$ cat src/srrw_pkg.sv
// ----------------------------------------------------------------------------
// srrw_pkg
// Shared types, codes and constants of the selective-repeat receive window.
// ----------------------------------------------------------------------------
package srrw_pkg;

  localparam int WINDOW_SLOTS_DEF = 31;
  localparam int MAX_PAYLOAD_DEF  = 512;

  localparam int KIND_W   = 2;
  localparam int SEQ_W    = 8;
  localparam int LEN_W    = 10;
  localparam int HANDLE_W = 10;
  localparam int SLOT_W   = 5;
  localparam int SLOT_MAX = 31;

  localparam int QUEUE_DEPTH = 2;
  localparam int QPTR_W      = $clog2(QUEUE_DEPTH);

  localparam logic [KIND_W-1:0] KIND_FULL    = 2'd0;
  localparam logic [KIND_W-1:0] KIND_TRUNC   = 2'd1;
  localparam logic [KIND_W-1:0] KIND_NONDATA = 2'd2;
  localparam logic [KIND_W-1:0] KIND_BAD     = 2'd3;

  localparam logic [KIND_W-1:0] OUT_ACK     = 2'd0;
  localparam logic [KIND_W-1:0] OUT_NACK    = 2'd1;
  localparam logic [KIND_W-1:0] OUT_DELIVER = 2'd2;

  typedef struct packed {
    logic [KIND_W-1:0]   kind;
    logic [SEQ_W-1:0]    seq_num;
    logic [LEN_W-1:0]    payload_len;
    logic [HANDLE_W-1:0] packet_handle;
  } in_item_t;

  typedef struct packed {
    logic [KIND_W-1:0]   out_kind;
    logic [SEQ_W-1:0]    reply_seq;
    logic [SLOT_W-1:0]   free_slots;
    logic [HANDLE_W-1:0] deliver_handle;
    logic [LEN_W-1:0]    deliver_len;
    logic                end_of_transfer;
    logic                last;
  } out_item_t;

  typedef struct packed {
    logic                is_nack;
    logic [SEQ_W-1:0]    seq_num;
    logic [LEN_W-1:0]    payload_len;
    logic [HANDLE_W-1:0] packet_handle;
  } cmd_t;

  typedef struct packed {
    logic valid;
    cmd_t cmd;
  } q_wr_t;

  typedef struct packed {
    logic valid;
    cmd_t cmd;
  } q_rd_t;

  typedef struct packed {
    logic [SLOT_MAX-1:0] slot_full;
    logic [SLOT_W-1:0]   free_count;
    logic                done;
  } back_status_t;

endpackage

$ cat src/srrw_front.sv
// ----------------------------------------------------------------------------
// srrw_front
// Accepts packet descriptors and filters out non-data, failed and oversized
// packets; data and truncated headers are pushed to the command queue.
// ----------------------------------------------------------------------------
module srrw_front #(
  parameter int MAX_PAYLOAD = srrw_pkg::MAX_PAYLOAD_DEF
) (
  input  logic               start,
  input  logic               busy,
  input  srrw_pkg::in_item_t in_item,
  output srrw_pkg::q_wr_t    q_wr
);
  import srrw_pkg::*;

  logic is_data;
  logic len_ok;

  always_comb begin
    is_data = in_item.kind inside {KIND_FULL, KIND_TRUNC};
    len_ok  = in_item.payload_len <= LEN_W'(MAX_PAYLOAD);
    q_wr.valid             = start & ~busy & is_data & len_ok;
    q_wr.cmd.is_nack       = (in_item.kind == KIND_TRUNC);
    q_wr.cmd.seq_num       = in_item.seq_num;
    q_wr.cmd.payload_len   = in_item.payload_len;
    q_wr.cmd.packet_handle = in_item.packet_handle;
  end

endmodule

$ cat src/srrw_queue.sv
// ----------------------------------------------------------------------------
// srrw_queue
// Short command queue between the classifier and the window engine.
// ----------------------------------------------------------------------------
module srrw_queue (
  input  logic            clk,
  input  logic            rst_n,
  input  srrw_pkg::q_wr_t q_wr,
  input  logic            pop,
  output srrw_pkg::q_rd_t q_rd,
  output logic            full
);
  import srrw_pkg::*;

  cmd_t              entry_r [QUEUE_DEPTH];
  logic [QPTR_W-1:0] wr_ptr_r, wr_ptr_nxt;
  logic [QPTR_W-1:0] rd_ptr_r, rd_ptr_nxt;
  logic [QPTR_W:0]   count_r, count_nxt;
  logic              do_pop;

  always_comb begin
    full        = (count_r == (QPTR_W+1)'(QUEUE_DEPTH));
    q_rd.valid  = (count_r != '0);
    q_rd.cmd    = entry_r[rd_ptr_r];
    do_pop      = pop & q_rd.valid;
    wr_ptr_nxt  = q_wr.valid ? wr_ptr_r + 1'b1 : wr_ptr_r;
    rd_ptr_nxt  = do_pop ? rd_ptr_r + 1'b1 : rd_ptr_r;
    count_nxt   = count_r;
    if (q_wr.valid && !do_pop) begin
      count_nxt = count_r + 1'b1;
    end else if (!q_wr.valid && do_pop) begin
      count_nxt = count_r - 1'b1;
    end
  end

  always_ff @(posedge clk) begin
    if (q_wr.valid) begin
      entry_r[wr_ptr_r] <= q_wr.cmd;
    end
  end

  always_ff @(posedge clk) begin
    if (!rst_n) begin
      wr_ptr_r <= '0;
      rd_ptr_r <= '0;
      count_r  <= '0;
    end else begin
      wr_ptr_r <= wr_ptr_nxt;
      rd_ptr_r <= rd_ptr_nxt;
      count_r  <= count_nxt;
    end
  end

endmodule

$ cat src/srrw_back.sv
// ----------------------------------------------------------------------------
// srrw_back
// Window engine: window check, slot store, in-order run scan, ACK/NACK
// replies and in-order release from the slot ring.
// ----------------------------------------------------------------------------
module srrw_back #(
  parameter int WINDOW_SLOTS = srrw_pkg::WINDOW_SLOTS_DEF
) (
  input  logic                   clk,
  input  logic                   rst_n,
  input  srrw_pkg::q_rd_t        q_rd,
  output logic                   pop,
  output logic                   out_valid,
  output srrw_pkg::out_item_t    out_item,
  output srrw_pkg::back_status_t status
);
  import srrw_pkg::*;

  localparam int DATA_W = HANDLE_W + LEN_W;
  localparam logic [1:0] ST_IDLE    = 2'd0;
  localparam logic [1:0] ST_SCAN    = 2'd1;
  localparam logic [1:0] ST_DELIVER = 2'd2;
  localparam logic [SLOT_W-1:0] LAST_SLOT = SLOT_W'(WINDOW_SLOTS - 1);
  localparam logic [SLOT_W-1:0] NUM_SLOTS = SLOT_W'(WINDOW_SLOTS);

  logic [1:0]              state_r, state_nxt;
  logic [SEQ_W-1:0]        next_exp_r, next_exp_nxt;
  logic [SLOT_W-1:0]       head_r, head_nxt;
  logic [SLOT_W-1:0]       free_r, free_nxt;
  logic [WINDOW_SLOTS-1:0] full_r, full_nxt;
  logic                    done_r, done_nxt;
  logic [SLOT_W-1:0]       scan_idx_r, scan_idx_nxt;
  logic [SLOT_W-1:0]       run_r, run_nxt;
  logic                    out_valid_r, out_valid_nxt;
  out_item_t               out_r, out_nxt;

  logic [DATA_W-1:0]       mem [WINDOW_SLOTS];
  logic [DATA_W-1:0]       rd_data_r;
  logic                    mem_we;
  logic [SLOT_W-1:0]       mem_wa;

  logic [SEQ_W-1:0]        seq_gap;
  logic                    in_win;
  logic [SLOT_W:0]         slot_sum;
  logic [SLOT_W-1:0]       slot;
  logic [HANDLE_W-1:0]     rd_handle;
  logic [LEN_W-1:0]        rd_len;
  logic                    len_zero;
  logic                    dlv_last;

  always_comb begin
    seq_gap   = q_rd.cmd.seq_num - next_exp_r;
    in_win    = seq_gap < SEQ_W'(WINDOW_SLOTS);
    slot_sum  = {1'b0, head_r} + {1'b0, seq_gap[SLOT_W-1:0]};
    slot      = (slot_sum >= (SLOT_W+1)'(WINDOW_SLOTS))
                ? SLOT_W'(slot_sum - (SLOT_W+1)'(WINDOW_SLOTS)) : slot_sum[SLOT_W-1:0];
    rd_handle = rd_data_r[DATA_W-1:LEN_W];
    rd_len    = rd_data_r[LEN_W-1:0];
    len_zero  = (rd_len == '0);
    dlv_last  = len_zero || (run_r == SLOT_W'(1));

    state_nxt     = state_r;
    next_exp_nxt  = next_exp_r;
    head_nxt      = head_r;
    free_nxt      = free_r;
    full_nxt      = full_r;
    done_nxt      = done_r;
    scan_idx_nxt  = scan_idx_r;
    run_nxt       = run_r;
    out_valid_nxt = 1'b0;
    out_nxt       = '0;
    pop           = 1'b0;
    mem_we        = 1'b0;
    mem_wa        = slot;

    case (state_r)
      ST_IDLE: begin
        if (q_rd.valid) begin
          pop = 1'b1;
          if (!done_r && in_win) begin
            if (q_rd.cmd.is_nack) begin
              out_valid_nxt     = 1'b1;
              out_nxt.out_kind  = OUT_NACK;
              out_nxt.reply_seq = q_rd.cmd.seq_num;
              out_nxt.free_slots = free_r;
              out_nxt.last      = 1'b1;
            end else begin
              if (!full_r[slot]) begin
                full_nxt[slot] = 1'b1;
                mem_we         = 1'b1;
                if (free_r != '0) begin
                  free_nxt = free_r - 1'b1;
                end
              end
              scan_idx_nxt = head_r;
              run_nxt      = '0;
              state_nxt    = ST_SCAN;
            end
          end
        end
      end
      ST_SCAN: begin
        if (full_r[scan_idx_r] && run_r != NUM_SLOTS) begin
          run_nxt      = run_r + 1'b1;
          scan_idx_nxt = (scan_idx_r == LAST_SLOT) ? '0 : scan_idx_r + 1'b1;
        end else begin
          out_valid_nxt      = 1'b1;
          out_nxt.out_kind   = OUT_ACK;
          out_nxt.reply_seq  = next_exp_r + SEQ_W'(run_r);
          out_nxt.free_slots = free_r;
          out_nxt.last       = (run_r == '0);
          state_nxt          = (run_r == '0) ? ST_IDLE : ST_DELIVER;
        end
      end
      ST_DELIVER: begin
        out_valid_nxt          = 1'b1;
        out_nxt.out_kind       = OUT_DELIVER;
        out_nxt.deliver_handle = rd_handle;
        out_nxt.deliver_len    = rd_len;
        out_nxt.end_of_transfer = len_zero;
        out_nxt.last           = dlv_last;
        full_nxt[head_r]       = 1'b0;
        head_nxt               = (head_r == LAST_SLOT) ? '0 : head_r + 1'b1;
        next_exp_nxt           = next_exp_r + 1'b1;
        if (free_r < NUM_SLOTS) begin
          free_nxt = free_r + 1'b1;
        end
        run_nxt = run_r - 1'b1;
        if (len_zero) begin
          done_nxt = 1'b1;
        end
        if (dlv_last) begin
          state_nxt = ST_IDLE;
        end
      end
      default: begin
        state_nxt = ST_IDLE;
      end
    endcase

    status.slot_full                   = '0;
    status.slot_full[WINDOW_SLOTS-1:0] = full_r;
    status.free_count                  = free_r;
    status.done                        = done_r;
  end

  // slot store, read port follows the ring head
  always_ff @(posedge clk) begin
    if (mem_we) begin
      mem[mem_wa] <= {q_rd.cmd.packet_handle, q_rd.cmd.payload_len};
    end
    rd_data_r <= mem[head_nxt];
  end

  always_ff @(posedge clk) begin
    if (!rst_n) begin
      state_r     <= ST_IDLE;
      next_exp_r  <= '0;
      head_r      <= '0;
      free_r      <= NUM_SLOTS;
      full_r      <= '0;
      done_r      <= 1'b0;
      scan_idx_r  <= '0;
      run_r       <= '0;
      out_valid_r <= 1'b0;
    end else begin
      state_r     <= state_nxt;
      next_exp_r  <= next_exp_nxt;
      head_r      <= head_nxt;
      free_r      <= free_nxt;
      full_r      <= full_nxt;
      done_r      <= done_nxt;
      scan_idx_r  <= scan_idx_nxt;
      run_r       <= run_nxt;
      out_valid_r <= out_valid_nxt;
    end
  end

  always_ff @(posedge clk) begin
    out_r <= out_nxt;
  end

  assign out_valid = out_valid_r;
  assign out_item  = out_r;

endmodule

$ cat src/selective_repeat_receive_window.sv
// ----------------------------------------------------------------------------
// selective_repeat_receive_window
// Receiver side of selective-repeat ARQ with 8-bit sequence numbers.
// ----------------------------------------------------------------------------
// A descriptor is taken whenever start is high and busy is low; busy rises
// only while the two-entry command queue is full. Results leave one per cycle
// on out_valid and cannot be held off. Per descriptor the window engine
// either ignores the packet or replies with a NACK; for a data packet it
// stores the packet in its slot if new, scans the slot ring for the
// in-order run (one slot a cycle) and releases the run, the in-order
// packets now held. Non-data, failed and oversized descriptors are
// dropped at the input and never reach the queue.
module selective_repeat_receive_window #(
  parameter int WINDOW_SLOTS = srrw_pkg::WINDOW_SLOTS_DEF,
  parameter int MAX_PAYLOAD  = srrw_pkg::MAX_PAYLOAD_DEF
) (
  input  logic                clk,
  input  logic                rst_n,
  input  logic                start,
  output logic                busy,
  input  srrw_pkg::in_item_t  in_item,
  output logic                out_valid,
  output srrw_pkg::out_item_t out_item
);
  import srrw_pkg::*;

  q_wr_t        q_wr;
  q_rd_t        q_rd;
  logic         pop;
  logic         q_full;
  back_status_t status;

  srrw_front #(
    .MAX_PAYLOAD (MAX_PAYLOAD)
  ) u_front (
    .start   (start),
    .busy    (busy),
    .in_item (in_item),
    .q_wr    (q_wr)
  );

  srrw_queue u_queue (
    .clk   (clk),
    .rst_n (rst_n),
    .q_wr  (q_wr),
    .pop   (pop),
    .q_rd  (q_rd),
    .full  (q_full)
  );

  srrw_back #(
    .WINDOW_SLOTS (WINDOW_SLOTS)
  ) u_back (
    .clk       (clk),
    .rst_n     (rst_n),
    .q_rd      (q_rd),
    .pop       (pop),
    .out_valid (out_valid),
    .out_item  (out_item),
    .status    (status)
  );

  assign busy = q_full;

  // occupied slots and free count always add up to the window
  a_slot_count: assert property (@(posedge clk) disable iff (!rst_n)
    (SLOT_W+1)'($countones(status.slot_full)) + {1'b0, status.free_count}
      == (SLOT_W+1)'(WINDOW_SLOTS))
    else $error("slot occupancy and free count disagree");

  // silent once the transfer has ended
  a_silent_after_end: assert property (@(posedge clk) disable iff (!rst_n)
    $past(status.done) |-> !out_valid)
    else $error("result after end of transfer");

  // an end-of-transfer delivery closes the transaction
  a_eot_last: assert property (@(posedge clk) disable iff (!rst_n)
    out_valid && out_item.end_of_transfer |-> out_item.last)
    else $error("end of transfer not marked last");

endmodule

$ cat config.mk
export PLATFORM = sky130hd
export DESIGN_NAME = selective_repeat_receive_window
export DESIGN_NICKNAME = d
export VERILOG_FILES = /design/src/srrw_pkg.sv /design/src/srrw_front.sv /design/src/srrw_queue.sv /design/src/srrw_back.sv /design/src/selective_repeat_receive_window.sv
export SDC_FILE = /design/constraint.sdc
export NUM_CORES = 1
export LEC_CHECK = 0
export ABC_AREA = 1
export ABC_CLOCK_PERIOD_IN_PS = 16200
export BUFFER_PORTS_ARGS = -buffer_cell sky130_fd_sc_hd__buf_2
export CORE_ASPECT_RATIO = 1.25
export CORE_MARGIN = 1
export CORE_UTILIZATION = 58
export CTS_CLUSTER_SIZE = 10
export DETAILED_ROUTE_END_ITERATION = 16
export GPL_TIMING_DRIVEN = 0
export MAX_ROUTING_LAYER = met4
export PLACE_DENSITY = 0.85
export SYNTH_ARGS = -nofsm -noshare
export SYNTH_HDL_FRONTEND = slang
export SYNTH_HIERARCHICAL = 1
export SYNTH_SLANG_ARGS = --single-unit
$ cat constraint.sdc
create_clock -name clk -period 16.2 [get_ports clk]
set_input_delay 2.43 -clock clk [delete_from_list [all_inputs] [get_ports clk]]
set_output_delay 2.43 -clock clk [all_outputs]
set_load 0.005 [all_outputs]
==> results of run 1 <==
## worst max-delay path: cells and delay by family, from the launching register on
family / cells / cell delay, ns
AOI/OAI and AO/OA: 3 / 0.56
adders and majority gates: 3 / 0.88
buffers and inverters: 9 / 1.46
DFF: 1 / 0.34
muxes: 1 / 0.34
and+or+nand+nor: 16 / 2.62
## metal layers
metal | global-route usage, % | share of wire [%] | vias to the layer above
met2 | 55.8 | 49 | 1794
met4 | 27.3 | 8.7 | 0
met1 | 37.8 | 33 | 12130
met3 | 5.34 | 8.7 | 475
met5 | - | 0 | -
li1 | - | - | 10924
## through the flow
step	hold slack, ns	power (mW)
after global routing	0.454	6.44
after detailed placement	0.428	4.34
after floorplan	0.390	3.64
after global placement	0.428	4.25
after CTS	0.443	6.16
final	0.439	6.22
## final timing paths
kind	from	end	slack, ns	depth (start not counted)
worst max register to register	flop	u_back/mem[23][7]$_DFFE_PP_	9.64	32
worst max-delay path	flop	u_back/mem[23][7]$_DFFE_PP_	9.64	32
worst min-delay path	u_back/rd_data_r[9]$_DFF_P_	u_back/out_item[11]$_SDFF_PN0_	0.44	2
worst min register to register	u_back/rd_data_r[9]$_DFF_P_	u_back/out_item[11]$_SDFF_PN0_	0.44	2
## flip-flops by register name, indices dropped and copies added (netlist names), named ones only
signal / flops
u_back/mem: 620
u_queue/entry_r: 58
u_back/out_item: 37
u_back/full_r: 31
u_back/rd_data_r: 20
u_back/next_exp_r: 8
u_back/free_r: 5
u_back/head_r: 5
u_back/run_r: 5
u_back/scan_idx_r: 5
u_back/state_r: 2
u_queue/count_r: 2
u_back/done_r: 1
u_back/out_valid: 1
u_queue/rd_ptr_r: 1
u_queue/wr_ptr_r: 1
## layout make-up
type	instances	area (µm²)	share of cell area, %
Buffer	202	971	2.53
Timing Repair Buffer	92	761	1.98
Antenna cell	1	2.50	0.00653
Clock buffer	142	2520	6.58
Inverter	132	500	1.31
Sequential cell	803	22900	59.6
Clock inverter	3	21.3	0.0555
Tap cell	750	938	2.45
Multi-Input combinational cell	1773	9750	25.4
## report_power, final
group          switching (mW)  internal, mW  leakage [nW]
Sequential             0.0624          2.34          7.12
Clock                   0.757          1.05          1.22
Combinational            1.48         0.534          4.85
Total                    2.30          3.93          13.2
==> reports/metrics.cfg, run 1 <==
[run_status]
status=finished with violations
violations=max-capacitance violations, max-slew violations

[sta]
final.setup.worst_slack_ns=9.64
slew_headroom_pct=-3.51
worstMarginPinSlew_ns=1.53
setup_viol=0
rsz0062_at_grt=false
max_freq_ghz=0.152
fin_crit_sh_pct=40.5
period_minus_slack_ns=6.56
final-hold-violation-count=0
setup-tns-final_ns=0
fin_skew_ns=0.0194
final-max-slew-violation-count=2

[floorplan]
dieArea_um2=59500
rows=98
core_area_um2=57500
num_io_pins=72
start_util_pct=59.1
die_h_um=273
die_w_um=218

[routing]
drtAntennaViolNets=0
num_vias=25323
drtIter0Drc=3177
dr.pass1.iters=6
drt-vias-per-instance=6.50
drt-total-wl_um=99300
wl_per_cell_um=25.5
drc=0

[min_path]
hold_class=reg2reg

[layout]
nNetsFinal=3168
layout_commonest_cell=edfxtp_1
drive_gt1_share_pct=11.2
utilization_pct=66.7
postLayoutCellArea_um2=38300
instances_no_fill=3898
mostFrequentLayoutCells=678 x edfxtp_1, 488 x nor2_1, 298 x nand2_1, 290 x o21ai_0, 178 x clkbuf_1
fillCellCount=3819
syn_to_final_growth_pct=12.9

[setup_path]
cp-start-kind=flop
path_common_cell=nand2_1
crit_slowest_cell=nor4_2
path_class=reg2reg
cp.arrival_ns=6.89
cp-end-kind=flop
critPathMaxFanout=10
cp_slowest_stage_delay_ns=0.72
cp.required_ns=16.53

[job]
maxCapViolations=1

[power]
ir_worst_vdd_uv=155
p_leak_nw=13.2
power_density_nw_per_um2=162

[placement]
dpl.hpwl_um=67000
io_buffers=53
place_congestion=0.984
place_area_um2=35800
placed_cells=3752
post-place-ws_ns=9.78

[clock_tree]
htreeDepth=3
postCtsSetupBuffers=0
clk_pin_slew_worst_paths_ns=0.06
clkSinkCount=803
clkLatencyLatePin_ns=0.64
post_cts_resized=0
root_buffer=clkbuf_16
cts_buffers=90
cts_tree=yes
ctsHoldBuffers=0
clockBufferDepth=3

[global_routing]
grt_first_pass_wirelength_um=147000
grt_usage_pct=34.4
grt_overflow=0
grt_pass1_vias=25322
antenna_found_initial=0
grt_max_degree=32

[yosys]
syn_area_per_cell_um2=11.7
synth_area_um2=34000
yosysWarnings=6
synth_nets=2984
syn-instance-count=2910

Note: power is estimated with default switching activity, not from simulation.
==> inputs of run 2 (changes only) <==
- ABC_CLOCK_PERIOD_IN_PS: 16200 -> 6450
- clock period: 16.2 -> 6.45 ns (I/O delays scaled with it)
==> run 2 against run 1 <==
Compared with the run above:
- clock-buffer cell count unchanged
- cell area increased by 0.35%
- the run ends with max-capacitance violations left
- non-clock buffer count increased by 6
- setup slack got worse by 9.5 ns
- critical path depth decreased by 2
- worst hold slack improved by 0.00094 ns
- via count increased by 0.28%
- clock skew increased by 0.00073 ns
- power increased to 2.5 times the previous value
- largest power group unchanged
==> reports/metrics.cfg, run 2 (same netlist as run 1, synthesis figures left out) <==
[run_status]
status=finished with violations
violations=max-capacitance violations

[routing]
drt-vias-per-instance=6.51
drt-total-wl_um=99600
num_vias=25395
drtAntennaViolNets=0
drtIter0Drc=3330
wl_per_cell_um=25.5
drc=0
dr.pass1.iters=8

[sta]
slew_headroom_pct=0.798
setup-tns-final_ns=0
rsz0062_at_grt=true
period_minus_slack_ns=6.32
final-hold-violation-count=0
worstMarginPinSlew_ns=1.47
max_freq_ghz=0.158
fin_crit_sh_pct=98.1
hold_ws_ns=0.440
setup_viol=0
fin_skew_ns=0.0202
final-max-slew-violation-count=0

[min_path]
hold_class=reg2reg

[clock_tree]
ctsHoldBuffers=0
htreeDepth=3
clkLatencyLatePin_ns=0.63
clk_pin_slew_worst_paths_ns=0.06
root_buffer=clkbuf_16
clockBufferDepth=3
cts_tree=yes
clkSinkCount=803
cts_buffers=90

[floorplan]
core_area_um2=57500
die_w_um=218
rows=98
num_io_pins=72
die_h_um=273
dieArea_um2=59500
start_util_pct=59.1

[placement]
io_buffers=53
placed_cells=3752
dpl.hpwl_um=67000
place_congestion=0.984

[setup_path]
worstSetupEndpoint=u_back/mem[20][5]$_DFFE_PP_
path_common_cell=nand2_1
cp_slowest_stage_delay_ns=0.75
crit_slowest_cell=nor2_2
critPathMaxFanout=12
cp-end-kind=flop
r2r_slack_ns=0.13
reg2reg_depth=30
r2r-end=u_back/mem[20][5]$_DFFE_PP_
cp-start-kind=flop
cp.arrival_ns=6.65
cp.required_ns=6.78
path_class=reg2reg

[global_routing]
met2_usage_pct=55.8
grt_usage_pct=34.4
use_met3_pct=4.81
grt_pass1_vias=25279
grt_overflow=0
grtUsageMet1_pct=37.9
grt-busiest-layer=met2
grt_max_degree=32
antenna_found_initial=0
grt_first_pass_wirelength_um=147000

[power]
p_leak_nw=13.3
ir_worst_vdd_uv=390
power_density_nw_per_um2=407
total_power_mw=15.7

[layout]
drive_gt1_share_pct=11.4
instances_no_fill=3903
mostFrequentLayoutCells=678 x edfxtp_1, 488 x nor2_1, 297 x nand2_1, 290 x o21ai_0, 178 x clkbuf_1
num_antenna_cells=0
nNetsFinal=3174
syn_to_final_growth_pct=13.3
layout_commonest_cell=edfxtp_1
fillCellCount=3798
regMostFlops=u_back/mem
largest_register_ffs=620

[job]
maxCapViolations=1

run 2: changes by cell type in the layout (fill, tap and decap cells not counted), sizes merged:
cell	change
buf	+6
diode	-1
run 2: worst max-delay path: cells and delay by family (launching register included):
kind / cells / cell delay (ns)
DFF: 1 / 0.34
muxes: 1 / 0.34
buffers and inverters: 8 / 1.15
and+or+nand+nor: 16 / 2.89
AOI/OAI and AO/OA: 2 / 0.36
adders and majority gates: 3 / 0.91
run 2: timing repair:
| item | CTS | global route |
|---|---|---|
| pin swaps | 0 | 1 |
| endpoints found under the setup margin | 2 | 354 |
| endpoints found under the hold margin | 0 | 0 |
| setup buffers | 0 | 6 |
| gates resized for setup | 1 | 17 |
run 2: area by class of cell:
cell class | instances | area, µm² | area share (%)
Inverter | 132 | 500 | 1.30
Clock buffer | 142 | 2520 | 6.55
Timing Repair Buffer | 98 | 806 | 2.09
Sequential cell | 803 | 22900 | 59.4
Clock inverter | 3 | 21.3 | 0.0553
Multi-Input combinational cell | 1773 | 9840 | 25.6
Tap cell | 750 | 938 | 2.44
Buffer | 202 | 977 | 2.54
run 2: how the worst min path moves through the flow:
stage / from / endpoint / slack, ns / depth (start not counted)
2_1_floorplan: u_back/rd_data_r[10]$_DFF_P_ / u_back/out_item[12]$_SDFF_PN0_ / 0.39 / 2
3_3_place_gp: u_back/rd_data_r[6]$_DFF_P_ / u_back/out_item[8]$_SDFF_PN0_ / 0.43 / 2
3_5_place_dp: u_back/rd_data_r[7]$_DFF_P_ / u_back/out_item[9]$_SDFF_PN0_ / 0.43 / 2
4_1_cts: u_back/rd_data_r[9]$_DFF_P_ / u_back/out_item[11]$_SDFF_PN0_ / 0.44 / 2
5_1_grt: u_back/rd_data_r[9]$_DFF_P_ / u_back/out_item[11]$_SDFF_PN0_ / 0.45 / 2
6_report: u_back/rd_data_r[9]$_DFF_P_ / u_back/out_item[11]$_SDFF_PN0_ / 0.44 / 2
run 2: metrics by stage:
stage	area [µm²]	setup WS, ns	utilization (%)
global route	38500	-0.173	66.9
floorplan	34000	0.132	-
global placement	35200	-2.46	61.2
CTS	38300	0.0174	66.7
finish	38500	0.125	66.9
detailed placement	35800	0.0255	62.2
run 2: where the power goes:
| part | switching, mW | internal [mW] | total (mW) | leakage, nW |
|---|---|---|---|---|
| Combinational | 3.75 | 1.35 | 5.10 | 4.98 |
| Sequential | 0.156 | 5.88 | 6.03 | 7.12 |
| Clock | 1.90 | 2.64 | 4.54 | 1.22 |
| Total | 5.80 | 9.87 | 15.7 | 13.3 |
run 2: routing by layer:
layer / vias to the layer above / wire, µm
met4: 0 / 8680
met3: 482 / 8810
met5: - / 0
met1: 12175 / 33100
li1: 10940 / -
met2: 1798 / 49000
